<file path="src/rtl/ffpa_pkg.sv">
// ----------------------------------------------------------------------------
// ffpa_pkg
// Shared types and constants of the first-fit partition allocator: request
// and response words, status codes, operation codes and sequencer states.
// ----------------------------------------------------------------------------
package ffpa_pkg;

    // Default sizing, overridable on the top level
    localparam int DEF_MEM_SIZE  = 1024;
    localparam int DEF_MAX_PARTS = 16;

    // Fixed field widths of the request and response words
    localparam int OWNER_W = 8;
    localparam int SIZE_W  = 11;
    localparam int BASE_W  = 10;

    // Operation codes carried in the request mode bit
    localparam logic MODE_ALLOC = 1'b0;
    localparam logic MODE_FREE  = 1'b1;

    typedef enum logic [1:0] {
        ST_DONE    = 2'd0,
        ST_NOFIT   = 2'd1,
        ST_FULL    = 2'd2,
        ST_NOOWNER = 2'd3
    } status_t;

    typedef struct packed {
        logic               mode;
        logic [OWNER_W-1:0] owner_id;
        logic [SIZE_W-1:0]  request_size;
    } req_t;

    typedef struct packed {
        status_t           status;
        logic [BASE_W-1:0] base_addr;
    } rsp_t;

    typedef enum logic [3:0] {
        S_INIT,
        S_IDLE,
        S_SCAN,
        S_SHIFT,
        S_SPLIT_TAIL,
        S_SPLIT_HEAD,
        S_MERGE,
        S_CLOSE,
        S_RESP
    } state_t;

endpackage

</file>
<file path="src/rtl/ffpa_ram.sv">
// ----------------------------------------------------------------------------
// ffpa_ram
// Partition table storage: one write port, one read port, registered read
// data. A read returns the contents before a write at the same edge.
// ----------------------------------------------------------------------------
module ffpa_ram #(
    parameter int WIDTH = 32,
    parameter int DEPTH = 16
) (
    input  logic                     clk,
    input  logic                     we,
    input  logic [$clog2(DEPTH)-1:0] waddr,
    input  logic [WIDTH-1:0]         wdata,
    input  logic [$clog2(DEPTH)-1:0] raddr,
    output logic [WIDTH-1:0]         rdata
);

    logic [WIDTH-1:0] mem [DEPTH];

    // Write port
    always_ff @(posedge clk)
    begin
        if (we)
        begin
            mem[waddr] <= wdata;
        end
    end

    // Registered read port
    always_ff @(posedge clk)
    begin
        rdata <= mem[raddr];
    end

endmodule

</file>
<file path="src/rtl/first_fit_partition_allocator_core.sv">
// ----------------------------------------------------------------------------
// first_fit_partition_allocator_core
// First-fit variable partition allocator with split on allocate and
// coalescing of free neighbors on release.
// ----------------------------------------------------------------------------
// Usage:
//   Request channel (req_valid/req_ready/req) carries one word per operation:
//   mode 0 allocates request_size units for owner_id, mode 1 frees the first
//   busy partition of owner_id. Response channel (rsp_valid/rsp_ready/rsp)
//   returns exactly one word per request: status and base address.
//   The table lives in a single-port-read RAM and one sequencer walks it one
//   entry per cycle; only one request is in flight, req_ready is high only
//   while the sequencer is idle.
//   A zero-size allocate is answered without a table scan. A split opens a
//   slot by moving the entries above the hit up one per cycle, top entry
//   first; a free closes the gap by moving the entries above down one per
//   cycle. The pace is set by the one RAM read port. The next word can be
//   taken in the cycle after the response is loaded. After reset the block
//   writes the initial free partition before it raises req_ready. A stalled
//   response sits in the output register; the next request may be accepted
//   meanwhile and its response waits until that register is taken.
// ----------------------------------------------------------------------------
module first_fit_partition_allocator_core #(
    parameter int MEM_SIZE  = ffpa_pkg::DEF_MEM_SIZE,
    parameter int MAX_PARTS = ffpa_pkg::DEF_MAX_PARTS
) (
    input  logic          clk,
    input  logic          rst_n,
    input  logic          req_valid,
    output logic          req_ready,
    input  ffpa_pkg::req_t req,
    output logic          rsp_valid,
    input  logic          rsp_ready,
    output ffpa_pkg::rsp_t rsp
);

    import ffpa_pkg::*;

    localparam int ADDR_W = $clog2(MEM_SIZE);
    localparam int LEN_W  = $clog2(MEM_SIZE + 1);
    localparam int CMP_W  = (LEN_W > SIZE_W) ? LEN_W : SIZE_W;
    localparam int IDX_W  = $clog2(MAX_PARTS);
    localparam int CNT_W  = $clog2(MAX_PARTS + 1);

    typedef struct packed {
        logic [ADDR_W-1:0]  start;
        logic [LEN_W-1:0]   length;
        logic               busy;
        logic [OWNER_W-1:0] owner;
    } entry_t;

    localparam int ENTRY_W = $bits(entry_t);

    // Sequencer and datapath registers
    state_t             state_reg, state_next;
    logic               mode_reg, mode_next;
    logic [OWNER_W-1:0] owner_reg, owner_next;
    logic [SIZE_W-1:0]  size_reg, size_next;
    logic [CNT_W-1:0]   idx_reg, idx_next;
    logic [CNT_W-1:0]   pos_reg, pos_next;
    logic [CNT_W-1:0]   src_reg, src_next;
    logic [CNT_W-1:0]   cnt_reg, cnt_next;
    logic [1:0]         gap_reg, gap_next;
    logic               left_reg, left_next;
    logic [LEN_W-1:0]   acc_reg, acc_next;
    entry_t             ent_reg, ent_next;
    entry_t             prev_reg, prev_next;
    status_t            st_reg, st_next;
    logic [BASE_W-1:0]  base_reg, base_next;
    logic               rsp_valid_reg, rsp_valid_next;
    rsp_t               rsp_reg, rsp_next;

    // Table port signals
    logic               ram_we;
    logic [CNT_W-1:0]   ram_waddr;
    entry_t             ram_wdata;
    logic [CNT_W-1:0]   ram_raddr;
    logic [ENTRY_W-1:0] ram_rdata_raw;
    entry_t             ram_rdata;

    // Helper values
    logic [CNT_W-1:0]   idx_inc;
    logic [CNT_W-1:0]   pos_inc;
    logic [CNT_W-1:0]   src_inc;
    logic [CNT_W-1:0]   src_dec;
    logic               hit;
    logic               right_free;
    logic [CNT_W-1:0]   close_src;

    assign ram_rdata = entry_t'(ram_rdata_raw);
    assign idx_inc   = idx_reg + CNT_W'(1);
    assign pos_inc   = pos_reg + CNT_W'(1);
    assign src_inc   = src_reg + CNT_W'(1);
    assign src_dec   = src_reg - CNT_W'(1);

    ffpa_ram #(
        .WIDTH (ENTRY_W),
        .DEPTH (MAX_PARTS)
    ) u_table (
        .clk   (clk),
        .we    (ram_we),
        .waddr (ram_waddr[IDX_W-1:0]),
        .wdata (ram_wdata),
        .raddr (ram_raddr[IDX_W-1:0]),
        .rdata (ram_rdata_raw)
    );

    // Control registers
    always_ff @(posedge clk or negedge rst_n)
    begin
        if (!rst_n)
        begin
            state_reg     <= S_INIT;
            cnt_reg       <= CNT_W'(1);
            rsp_valid_reg <= 1'b0;
        end
        else
        begin
            state_reg     <= state_next;
            cnt_reg       <= cnt_next;
            rsp_valid_reg <= rsp_valid_next;
        end
    end

    // Payload registers
    always_ff @(posedge clk)
    begin
        mode_reg  <= mode_next;
        owner_reg <= owner_next;
        size_reg  <= size_next;
        idx_reg   <= idx_next;
        pos_reg   <= pos_next;
        src_reg   <= src_next;
        gap_reg   <= gap_next;
        left_reg  <= left_next;
        acc_reg   <= acc_next;
        ent_reg   <= ent_next;
        prev_reg  <= prev_next;
        st_reg    <= st_next;
        base_reg  <= base_next;
        rsp_reg   <= rsp_next;
    end

    // Match of the entry on the read port against the current request
    always_comb
    begin
        if (mode_reg == MODE_ALLOC)
        begin
            hit = !ram_rdata.busy
                  && (CMP_W'(ram_rdata.length) >= CMP_W'(size_reg));
        end
        else
        begin
            hit = ram_rdata.busy && (ram_rdata.owner == owner_reg);
        end
        right_free = (pos_inc < cnt_reg) && !ram_rdata.busy;
        close_src  = pos_inc + CNT_W'(right_free);
    end

    // Next state, table accesses and response
    always_comb
    begin
        state_next     = state_reg;
        mode_next      = mode_reg;
        owner_next     = owner_reg;
        size_next      = size_reg;
        idx_next       = idx_reg;
        pos_next       = pos_reg;
        src_next       = src_reg;
        cnt_next       = cnt_reg;
        gap_next       = gap_reg;
        left_next      = left_reg;
        acc_next       = acc_reg;
        ent_next       = ent_reg;
        prev_next      = prev_reg;
        st_next        = st_reg;
        base_next      = base_reg;
        rsp_next       = rsp_reg;
        rsp_valid_next = rsp_valid_reg && !rsp_ready;
        req_ready      = 1'b0;
        ram_we         = 1'b0;
        ram_waddr      = '0;
        ram_wdata      = '0;
        ram_raddr      = '0;

        unique case (state_reg)
            S_INIT:
            begin
                // Write the single free partition covering all memory
                ram_we           = 1'b1;
                ram_waddr        = '0;
                ram_wdata.start  = '0;
                ram_wdata.length = LEN_W'(MEM_SIZE);
                ram_wdata.busy   = 1'b0;
                ram_wdata.owner  = '0;
                state_next       = S_IDLE;
            end

            S_IDLE:
            begin
                // Take a request word and start the scan at entry 0
                req_ready = 1'b1;
                ram_raddr = '0;
                if (req_valid)
                begin
                    mode_next  = req.mode;
                    owner_next = req.owner_id;
                    size_next  = req.request_size;
                    idx_next   = '0;
                    if ((req.mode == MODE_ALLOC) && (req.request_size == '0))
                    begin
                        st_next    = ST_NOFIT;
                        base_next  = '0;
                        state_next = S_RESP;
                    end
                    else
                    begin
                        state_next = S_SCAN;
                    end
                end
            end

            S_SCAN:
            begin
                if (hit)
                begin
                    ent_next = ram_rdata;
                    pos_next = idx_reg;
                    if (mode_reg == MODE_ALLOC)
                    begin
                        if (CMP_W'(ram_rdata.length) == CMP_W'(size_reg))
                        begin
                            // Exact fit: mark busy in place
                            ram_we          = 1'b1;
                            ram_waddr       = idx_reg;
                            ram_wdata       = ram_rdata;
                            ram_wdata.busy  = 1'b1;
                            ram_wdata.owner = owner_reg;
                            st_next         = ST_DONE;
                            base_next       = BASE_W'(ram_rdata.start);
                            state_next      = S_RESP;
                        end
                        else if (cnt_reg == CNT_W'(MAX_PARTS))
                        begin
                            st_next    = ST_FULL;
                            base_next  = '0;
                            state_next = S_RESP;
                        end
                        else if (cnt_reg > idx_inc)
                        begin
                            // Open a slot above the hit, top entry first
                            src_next   = cnt_reg - CNT_W'(1);
                            ram_raddr  = src_next;
                            state_next = S_SHIFT;
                        end
                        else
                        begin
                            state_next = S_SPLIT_TAIL;
                        end
                    end
                    else
                    begin
                        // Fold a free left neighbor in now, fetch the right one
                        left_next  = (idx_reg != '0) && !prev_reg.busy;
                        acc_next   = ram_rdata.length
                                     + (left_next ? prev_reg.length : LEN_W'(0));
                        ram_raddr  = idx_inc;
                        state_next = S_MERGE;
                    end
                end
                else
                begin
                    prev_next = ram_rdata;
                    if (idx_inc == cnt_reg)
                    begin
                        st_next    = (mode_reg == MODE_ALLOC) ? ST_NOFIT : ST_NOOWNER;
                        base_next  = '0;
                        state_next = S_RESP;
                    end
                    else
                    begin
                        idx_next  = idx_inc;
                        ram_raddr = idx_inc;
                    end
                end
            end

            S_SHIFT:
            begin
                // Move one entry up a place
                ram_we    = 1'b1;
                ram_waddr = src_inc;
                ram_wdata = ram_rdata;
                if (src_reg == pos_inc)
                begin
                    state_next = S_SPLIT_TAIL;
                end
                else
                begin
                    src_next  = src_dec;
                    ram_raddr = src_dec;
                end
            end

            S_SPLIT_TAIL:
            begin
                // Write the remaining free tail after the hit
                ram_we           = 1'b1;
                ram_waddr        = pos_inc;
                ram_wdata.start  = ADDR_W'(CMP_W'(ent_reg.start) + CMP_W'(size_reg));
                ram_wdata.length = LEN_W'(CMP_W'(ent_reg.length) - CMP_W'(size_reg));
                ram_wdata.busy   = 1'b0;
                ram_wdata.owner  = '0;
                state_next       = S_SPLIT_HEAD;
            end

            S_SPLIT_HEAD:
            begin
                // Shrink the hit to the request and mark it busy
                ram_we           = 1'b1;
                ram_waddr        = pos_reg;
                ram_wdata.start  = ent_reg.start;
                ram_wdata.length = LEN_W'(size_reg);
                ram_wdata.busy   = 1'b1;
                ram_wdata.owner  = owner_reg;
                cnt_next         = cnt_reg + CNT_W'(1);
                st_next          = ST_DONE;
                base_next        = BASE_W'(ent_reg.start);
                state_next       = S_RESP;
            end

            S_MERGE:
            begin
                // Write the coalesced free partition, then close the gap
                ram_we           = 1'b1;
                ram_waddr        = left_reg ? (pos_reg - CNT_W'(1)) : pos_reg;
                ram_wdata.start  = left_reg ? prev_reg.start : ent_reg.start;
                ram_wdata.length = acc_reg
                                   + (right_free ? ram_rdata.length : LEN_W'(0));
                ram_wdata.busy   = 1'b0;
                ram_wdata.owner  = '0;
                gap_next         = 2'(left_reg) + 2'(right_free);
                st_next          = ST_DONE;
                base_next        = BASE_W'(ent_reg.start);
                if ((gap_next == 2'd0) || (close_src >= cnt_reg))
                begin
                    cnt_next   = cnt_reg - CNT_W'(gap_next);
                    state_next = S_RESP;
                end
                else
                begin
                    src_next   = close_src;
                    ram_raddr  = close_src;
                    state_next = S_CLOSE;
                end
            end

            S_CLOSE:
            begin
                // Move one entry down by the gap
                ram_we    = 1'b1;
                ram_waddr = src_reg - CNT_W'(gap_reg);
                ram_wdata = ram_rdata;
                if (src_inc == cnt_reg)
                begin
                    cnt_next   = cnt_reg - CNT_W'(gap_reg);
                    state_next = S_RESP;
                end
                else
                begin
                    src_next  = src_inc;
                    ram_raddr = src_inc;
                end
            end

            S_RESP:
            begin
                // Load the output register once it is free
                if (!rsp_valid_reg || rsp_ready)
                begin
                    rsp_next.status    = st_reg;
                    rsp_next.base_addr = (st_reg == ST_DONE) ? base_reg : '0;
                    rsp_valid_next     = 1'b1;
                    state_next         = S_IDLE;
                end
            end

            default:
            begin
                state_next = S_IDLE;
            end
        endcase
    end

    assign rsp_valid = rsp_valid_reg;
    assign rsp       = rsp_reg;

    // An error word never carries an address
    assert property (@(posedge clk) disable iff (!rst_n)
        rsp_valid && (rsp.status != ST_DONE) |-> rsp.base_addr == '0)
        else $error("error response with nonzero base address");

    // The table always holds between one and MAX_PARTS entries
    assert property (@(posedge clk) disable iff (!rst_n)
        (cnt_reg != '0) && (cnt_reg <= CNT_W'(MAX_PARTS)))
        else $error("partition count out of range");

    // The entry count changes only when a split or a merge completes
    assert property (@(posedge clk) disable iff (!rst_n)
        !$stable(cnt_reg) |-> ($past(state_reg) == S_SPLIT_HEAD)
                              || ($past(state_reg) == S_MERGE)
                              || ($past(state_reg) == S_CLOSE))
        else $error("partition count changed outside split or merge");

    // Only one request is in flight
    assert property (@(posedge clk) disable iff (!rst_n)
        req_valid && req_ready |=> !req_ready)
        else $error("request accepted while another is in flight");

    // A response word is loaded only from the response state
    assert property (@(posedge clk) disable iff (!rst_n)
        $rose(rsp_valid) |-> $past(state_reg) == S_RESP)
        else $error("response raised outside response state");

endmodule

</file>
<file path="config.mk">
export PLATFORM = sky130hd
export DESIGN_NAME = first_fit_partition_allocator_core
export DESIGN_NICKNAME = d
export VERILOG_FILES = /design/src/rtl/ffpa_pkg.sv /design/src/rtl/ffpa_ram.sv /design/src/rtl/first_fit_partition_allocator_core.sv
export SDC_FILE = /design/constraint.sdc
export NUM_CORES = 1
export LEC_CHECK = 0
export BUFFER_PORTS_ARGS = -buffer_cell sky130_fd_sc_hd__buf_2
export CAP_MARGIN = 25
export CORE_MARGIN = 2
export CORE_UTILIZATION = 45
export DETAILED_ROUTE_END_ITERATION = 10
export PLACE_DENSITY = 0.58
export SLEW_MARGIN = 30
export SYNTH_ARGS = -nofsm -noshare
export SYNTH_HDL_FRONTEND = slang
export SYNTH_SLANG_ARGS = --single-unit
export TNS_END_PERCENT = 30
</file>
<file path="constraint.sdc">
create_clock -name clk -period 5.7 [get_ports clk]
set_input_delay 0.285 -clock clk [delete_from_list [all_inputs] [get_ports clk]]
set_output_delay 0.285 -clock clk [all_outputs]
set_load 0.02 [all_outputs]
</file>
* Word-level counts from Yosys, hierarchy flattened
Memory sizes are Yosys's and may differ from the RTL's. A register that Yosys moved wholly into a read port is not among the register bits.
Index checks and enable logic that the tools add are counted.
** Operators by class
- $add $sub $neg :: 16
- Magnitude comparators :: 4
- Equality and inequality tests :: 33
- Mux-type cells :: 78
- Bitwise gates (word level) :: 2
- Reductions and logical operators :: 34
** Operator list (number)
- $pmux W30 S6 :: 1
- $mux W4 :: 24
- $mux W30 :: 3
- $mux W10 :: 8
- $mux W5 :: 13
- $ne A2 B2 Y1 const B :: 16
- $pmux W4 S8 :: 1
- $pmux W10 S3 :: 1
- $pmux W4 S6 :: 1
- $add A11 B11 Y11 :: 2
- $mux W11 :: 2
- $add A5 B1 Y5 const B :: 4
- $pmux W5 S4 :: 1
- $eq A4 B3 Y1 const B :: 4
- $mux W2 :: 8
- $pmux W4 S4 :: 1
- $eq A5 B5 Y1 :: 3
- $pmux W5 S3 :: 1
- $eq A11 B11 Y1 :: 1
- $ge A11 B11 Y1 :: 1
- $logic_not A11 Y1 :: 1
- $sub A11 B11 Y11 :: 1
- $add A10 B10 Y10 :: 1
- $pmux W5 S2 :: 1
- 38 further kinds :: 67
** Word-level totals
- Register bits after elaboration :: 126
- Memory bits (writable) :: 480
- Input port bits :: 24
- Output and inout bits :: 14
- Word-level logic and storage cells :: 189
- Memories kept :: 1
** Memory list
- u_table.mem :: depth 16, width 30, rd ports 1, clocked after Yosys merged registers in 1, wr ports 1, line ffpa_ram.sv:18 : logic [WIDTH-1:0] mem [DEPTH];

* Longest topological paths before layout
- Depth in word-level cells :: 8
- Mapped depth :: 24
- Mapped depth without buffers :: 21

* By module
From an unflattened synthesis, not the netlist that was laid out.
** Unflattened totals
- Cell total of the unflattened synthesis :: 1658
- Area, all modules :: 27769.1 sq um
** By module, submodules not included
- ffpa_ram :: instances 1, cells each 785, area each 18939.4 sq um, sequential area each 15014.4 sq um
- first_fit_partition_allocator_core :: instances 1, cells each 873, area each 8829.7 sq um, sequential area each 3734.8 sq um

* Least setup slack after synthesis
OpenSTA, ideal clock, no wires.
- Path kind :: reg2reg
- From :: register pos_reg[0]
- To :: register u_table.rdata[11] (read register of u_table.mem)
- Library setup time :: 0.116 ns
- Arrival :: 4.851 ns
- Required time :: 5.584 ns
- Setup slack :: 0.733 ns
- Stages on the path, launching flop included :: 25
- Path buffers :: 3
- Clock period less this slack :: 4.967 ns
- Path through :: edfxtp_1 -> inv_1 -> ha_1 -> ha_1 -> a21boi_0 -> o21a_1 -> o21a_1 -> o21ai_1 -> and2_1 -> ha_1 -> ha_1 -> xor2_1 -> ha_1 -> a21oi_1 -> o21ai_0 -> a21o_1 -> a2111oi_4 -> nand2_1 -> nand4b_1 -> buf_4 -> buf_6 -> buf_4 -> mux2i_1 -> a22oi_1 -> and4_1
** On the way
- Longest elaborated chain between the ends :: 8
- Elaborated cells on any way between the ends :: 12
- Classes of those cells :: 3 x add/sub; 2 x order compare; 1 x eq/ne; 3 x mux; 3 x reduce/logical
** RTL lines
- start: declaration :: line first_fit_partition_allocator_core.sv:60 : logic [CNT_W-1:0] pos_reg, pos_next;
- start signal: assignment :: line first_fit_partition_allocator_core.sv:132 : pos_reg <= pos_next;
- $add A5 B1 Y5 (*) :: line first_fit_partition_allocator_core.sv:92 : assign pos_inc = pos_reg + CNT_W'(1);
- $lt A5 B5 Y1 :: line first_fit_partition_allocator_core.sv:156 : right_free = (pos_inc < cnt_reg) && !ram_rdata.busy;
- $logic_and A1 B1 Y1 :: line first_fit_partition_allocator_core.sv:156
- $add A5 B1 Y5 or $add A1 B1 Y2 (tied branches) :: line first_fit_partition_allocator_core.sv:157, first_fit_partition_allocator_core.sv:342
- $ge A5 B5 Y1 or $logic_not A2 Y1 (tied branches) :: line first_fit_partition_allocator_core.sv:345 : if ((gap_next == 2'd0) || (close_src >= cnt_reg))
- $logic_or A1 B1 Y1 :: line first_fit_partition_allocator_core.sv:345
- $mux W4 :: line first_fit_partition_allocator_core.sv:345
- $pmux W4 S4 (*) :: line first_fit_partition_allocator_core.sv:186 : unique case (state_reg)
- end: declaration :: line ffpa_ram.sv:15 : output logic [WIDTH-1:0] rdata
Every way passes the cells marked *; elsewhere a longest branch is shown, timed or not.
A chain may end at the register's enable or synchronous reset.

* Worst setup path in the final report
- From :: register pos_reg[0]
- To :: register u_table.rdata[13] (read register of u_table.mem)
Same word-level chain as after synthesis.

==> flow_metrics.tcl <==
set metrics [dict create \
    outcome "complete, no violations" \
    syn_nets 1941 \
    drive_above_1_share 0.131 \
    ys_warn_count 0 \
    period_share 0.931 \
    numPortBuffers 37 \
    yosys.area.top_type "edfxtp_1" \
    drc 0 \
    synth-seq-cells 636 \
    ioPinCount 38 \
    cap_violations 0 \
    grt_pass1_vias 16100 \
    crit_top_cell "ha_1" \
    synthCells 1830 \
    synthFlopType "edfxtp_1" \
    initial_core_util 0.453 \
    fillers 4963 \
    cp_top_family "compound AO/OA/AOI/OAI gates" \
    slew_headroom 0.323 \
    slowest_delay_ns 0.50 \
    h-tree-depth 3 \
    wire_per_inst_um 25.7 \
    wl_met3_um 3810 \
    critPathBufInv 4 \
    dr.pass1.iters 7 \
    netlist_area_um2 27800 \
    rr_worst_depth 24 \
    dp_hpwl_um 44600 \
    seq_area_frac_synth 0.674 \
    ys_types 71 \
    p_total_uw 19100 \
    cp-end-kind "register" \
    grt_usage 0.225 \
    wirelength_um 72000 \
    drv_slew 0 \
    syn_avg_cell_area_um2 15.2 \
    crit_chain "inv_1, ha_1, ha_1, a21boi_0, o21a_1, o21a_1, o21ai_1, and2_1, ha_1, ha_1, xor2_1, ha_1, a21oi_1, o21ai_0, a21o_1, a2111oi_4, buf_4, nand2_1, nand4b_1, clkbuf_16, buf_12, mux2i_1, a22oi_1, and4_1" \
    pre_cts_slack_ns 0.223 \
    min-delay-path-class "in2async" \
    grt_max_degree 50 \
    fmax_mhz 189 \
    fp-row-count 91 \
    ys_async_sr_fraction 0.0157 \
    timing.final.ws_setup_ns 0.396 \
    final_nets 2070 \
    chipHeight_um 253 \
    die_w_um 253 \
    ir_drop_mv 0.411 \
    gp_routability_congestion 0.912 \
    grt_overflow 0 \
    dieArea_um2 63800 \
    synth_area_leaders "edfxtp_1, mux2i_1, ha_1, a22oi_1, dfxtp_1" \
    crit_fanout 28 \
    synth_edf_count 596 \
    crit_arrival_ns 5.80 \
    crit_required_ns 6.20 \
    worstSkewPairLatency_ns 0.61 \
    pwr_density_cell_nw_per_um2 593 \
    critPathSlowestCell "edfxtp_1" \
    drt_iter0_markers 1691 \
    setup_tns_ns 0 \
    synth_top_area_frac 0.643 \
    cts_buffers 69 \
    critical_path_class "reg2reg" \
    cts_buffer_depth 3 \
    num_vias 16400 \
    antenna_found_initial 0 \
    p_leak_uw 0.0110 \
    antenna_left 0 \
    routed.top_layer "met4" \
    worstReg2RegStart "pos_reg[0]" \
    r2r_slack_ns 0.40 \
    m1WireLength_um 31900 \
    core_um2 61400 \
    grt_pass1_wl_um 105000 \
    avgViaCountPerCell 5.85 \
    rsz0062_at_grt "false" \
    fin_crit_ns 5.30 \
    setup_viol 0 \
    fin_skew_ns 0.0334 \
    cp-start-kind "register" \
    hold_viol 0 \
    dr_wl_met2_um 34900 \
    worst_pin_slew_ns 1.01 \
    dp.cells 2652 \
    stdcell_count 2806 \
    largest_reg_flops 480 \
    areaGrowthSynthToFinish_pct 15.9 \
    cts_tree "yes" \
    cts.sinks 636 \
    cts.clk_slew.worst_paths_ns 0.06 \
    cts-root-buf "clkbuf_16" \
    timing.rr.end "u_table.rdata[13]" \
]
[synth_stat cells (all sizes together), types with 11 or more instances]
library cell,number
a22oi,122
a22o,19
nor2,68
nand2,68
o21ai,44
nor3,11
and4,34
mux2i,245
a21o,20
ha,81
xnor2,58
clkbuf,25
xor2,20
and3,17
edfxtp,596
nand3,23
buf,55
dfxtp,30
a222oi,15
and2,23
a21oi,45
inv,56
[layer usage]
metal  vias to the layer above  global-route usage
met5                         -                   0
met4                         0              0.0509
met3                        87              0.0373
met2                       466               0.373
met1                      8396               0.313
li1                       7475                   -
[how the worst max path moves through the flow]
stage | to | slack [ns] | depth (start not counted) | startpoint
final | u_table.rdata[13] | 0.40 | 24 | pos_reg[0]
after global routing | u_table.rdata[6] | 0.02 | 24 | pos_reg[0]
after CTS | u_table.rdata[7] | 0.21 | 22 | pos_reg[0]
after detailed placement | u_table.rdata[29] | 0.22 | 21 | pos_reg[0]
after global placement | u_table.rdata[7] | 0.29 | 22 | pos_reg[0]
after floorplan | u_table.rdata[11] | 0.73 | 24 | pos_reg[0]
[power by group]
group | internal (uW) | switching [uW] | total, uW
registers | 6820 | 592 | 7410
clock network | 2770 | 1810 | 4590
logic | 2690 | 4460 | 7150
[cell usage in the layout, fill, tap and decap left out, types with 30 or more instances in the layout]
cell         n
and4_1      34
o21ai_0     38
nand2_1     67
buf_2       37
mux2i_1    245
buf_4       53
a22oi_1    122
a21oi_1     44
inv_1       55
dfxtp_1     30
ha_1        80
edfxtp_1   596
xnor2_1     58
clkbuf_16   73
nor2_1      52
[cell type report]
class	instances	area, um^2	share of cell area
flip-flops and latches	636	18700	0.581
multi-input cells	1057	8600	0.267
clock buffers	98	1990	0.0616
repair buffers	138	1340	0.0415
well taps	790	988	0.0306
clock inverters	29	378	0.0117
inverters	57	214	0.00663
diodes	1	2.50	0.0000776
[per-stage QoR]
step	cell area [um^2]	hold slack [ns]	util
final	32300	0.0931	0.526
after global routing	32300	0.111	0.526
after CTS	32200	0.0619	0.524
after detailed placement	29600	0.163	0.482
after global placement	29600	0.157	0.482
after floorplan	27800	-0.0106	-
[cell families (layout without fill, tap and decap cells)]
logic type,Yosys count,after routing,synth area share
other,0,1,0
xor gates and xnor gates,78,78,0.0245
DFF,636,636,0.674
and+or+nand+nor,298,298,0.0576
buffers and inverters,137,322,0.0243
AOI/OAI and AO/OA,349,349,0.0910
muxes,245,245,0.0881
adders and majority gates,87,87,0.0407
[timing repair]
item | CTS | global route
setup buffers | 0 | 2
hold buffers | 21 | 0
setup endpoints to repair | 0 | 30
resized for setup | 0 | 8
hold endpoints to repair | 30 | 0
No activity file was read; power rests on OpenSTA's default activity.
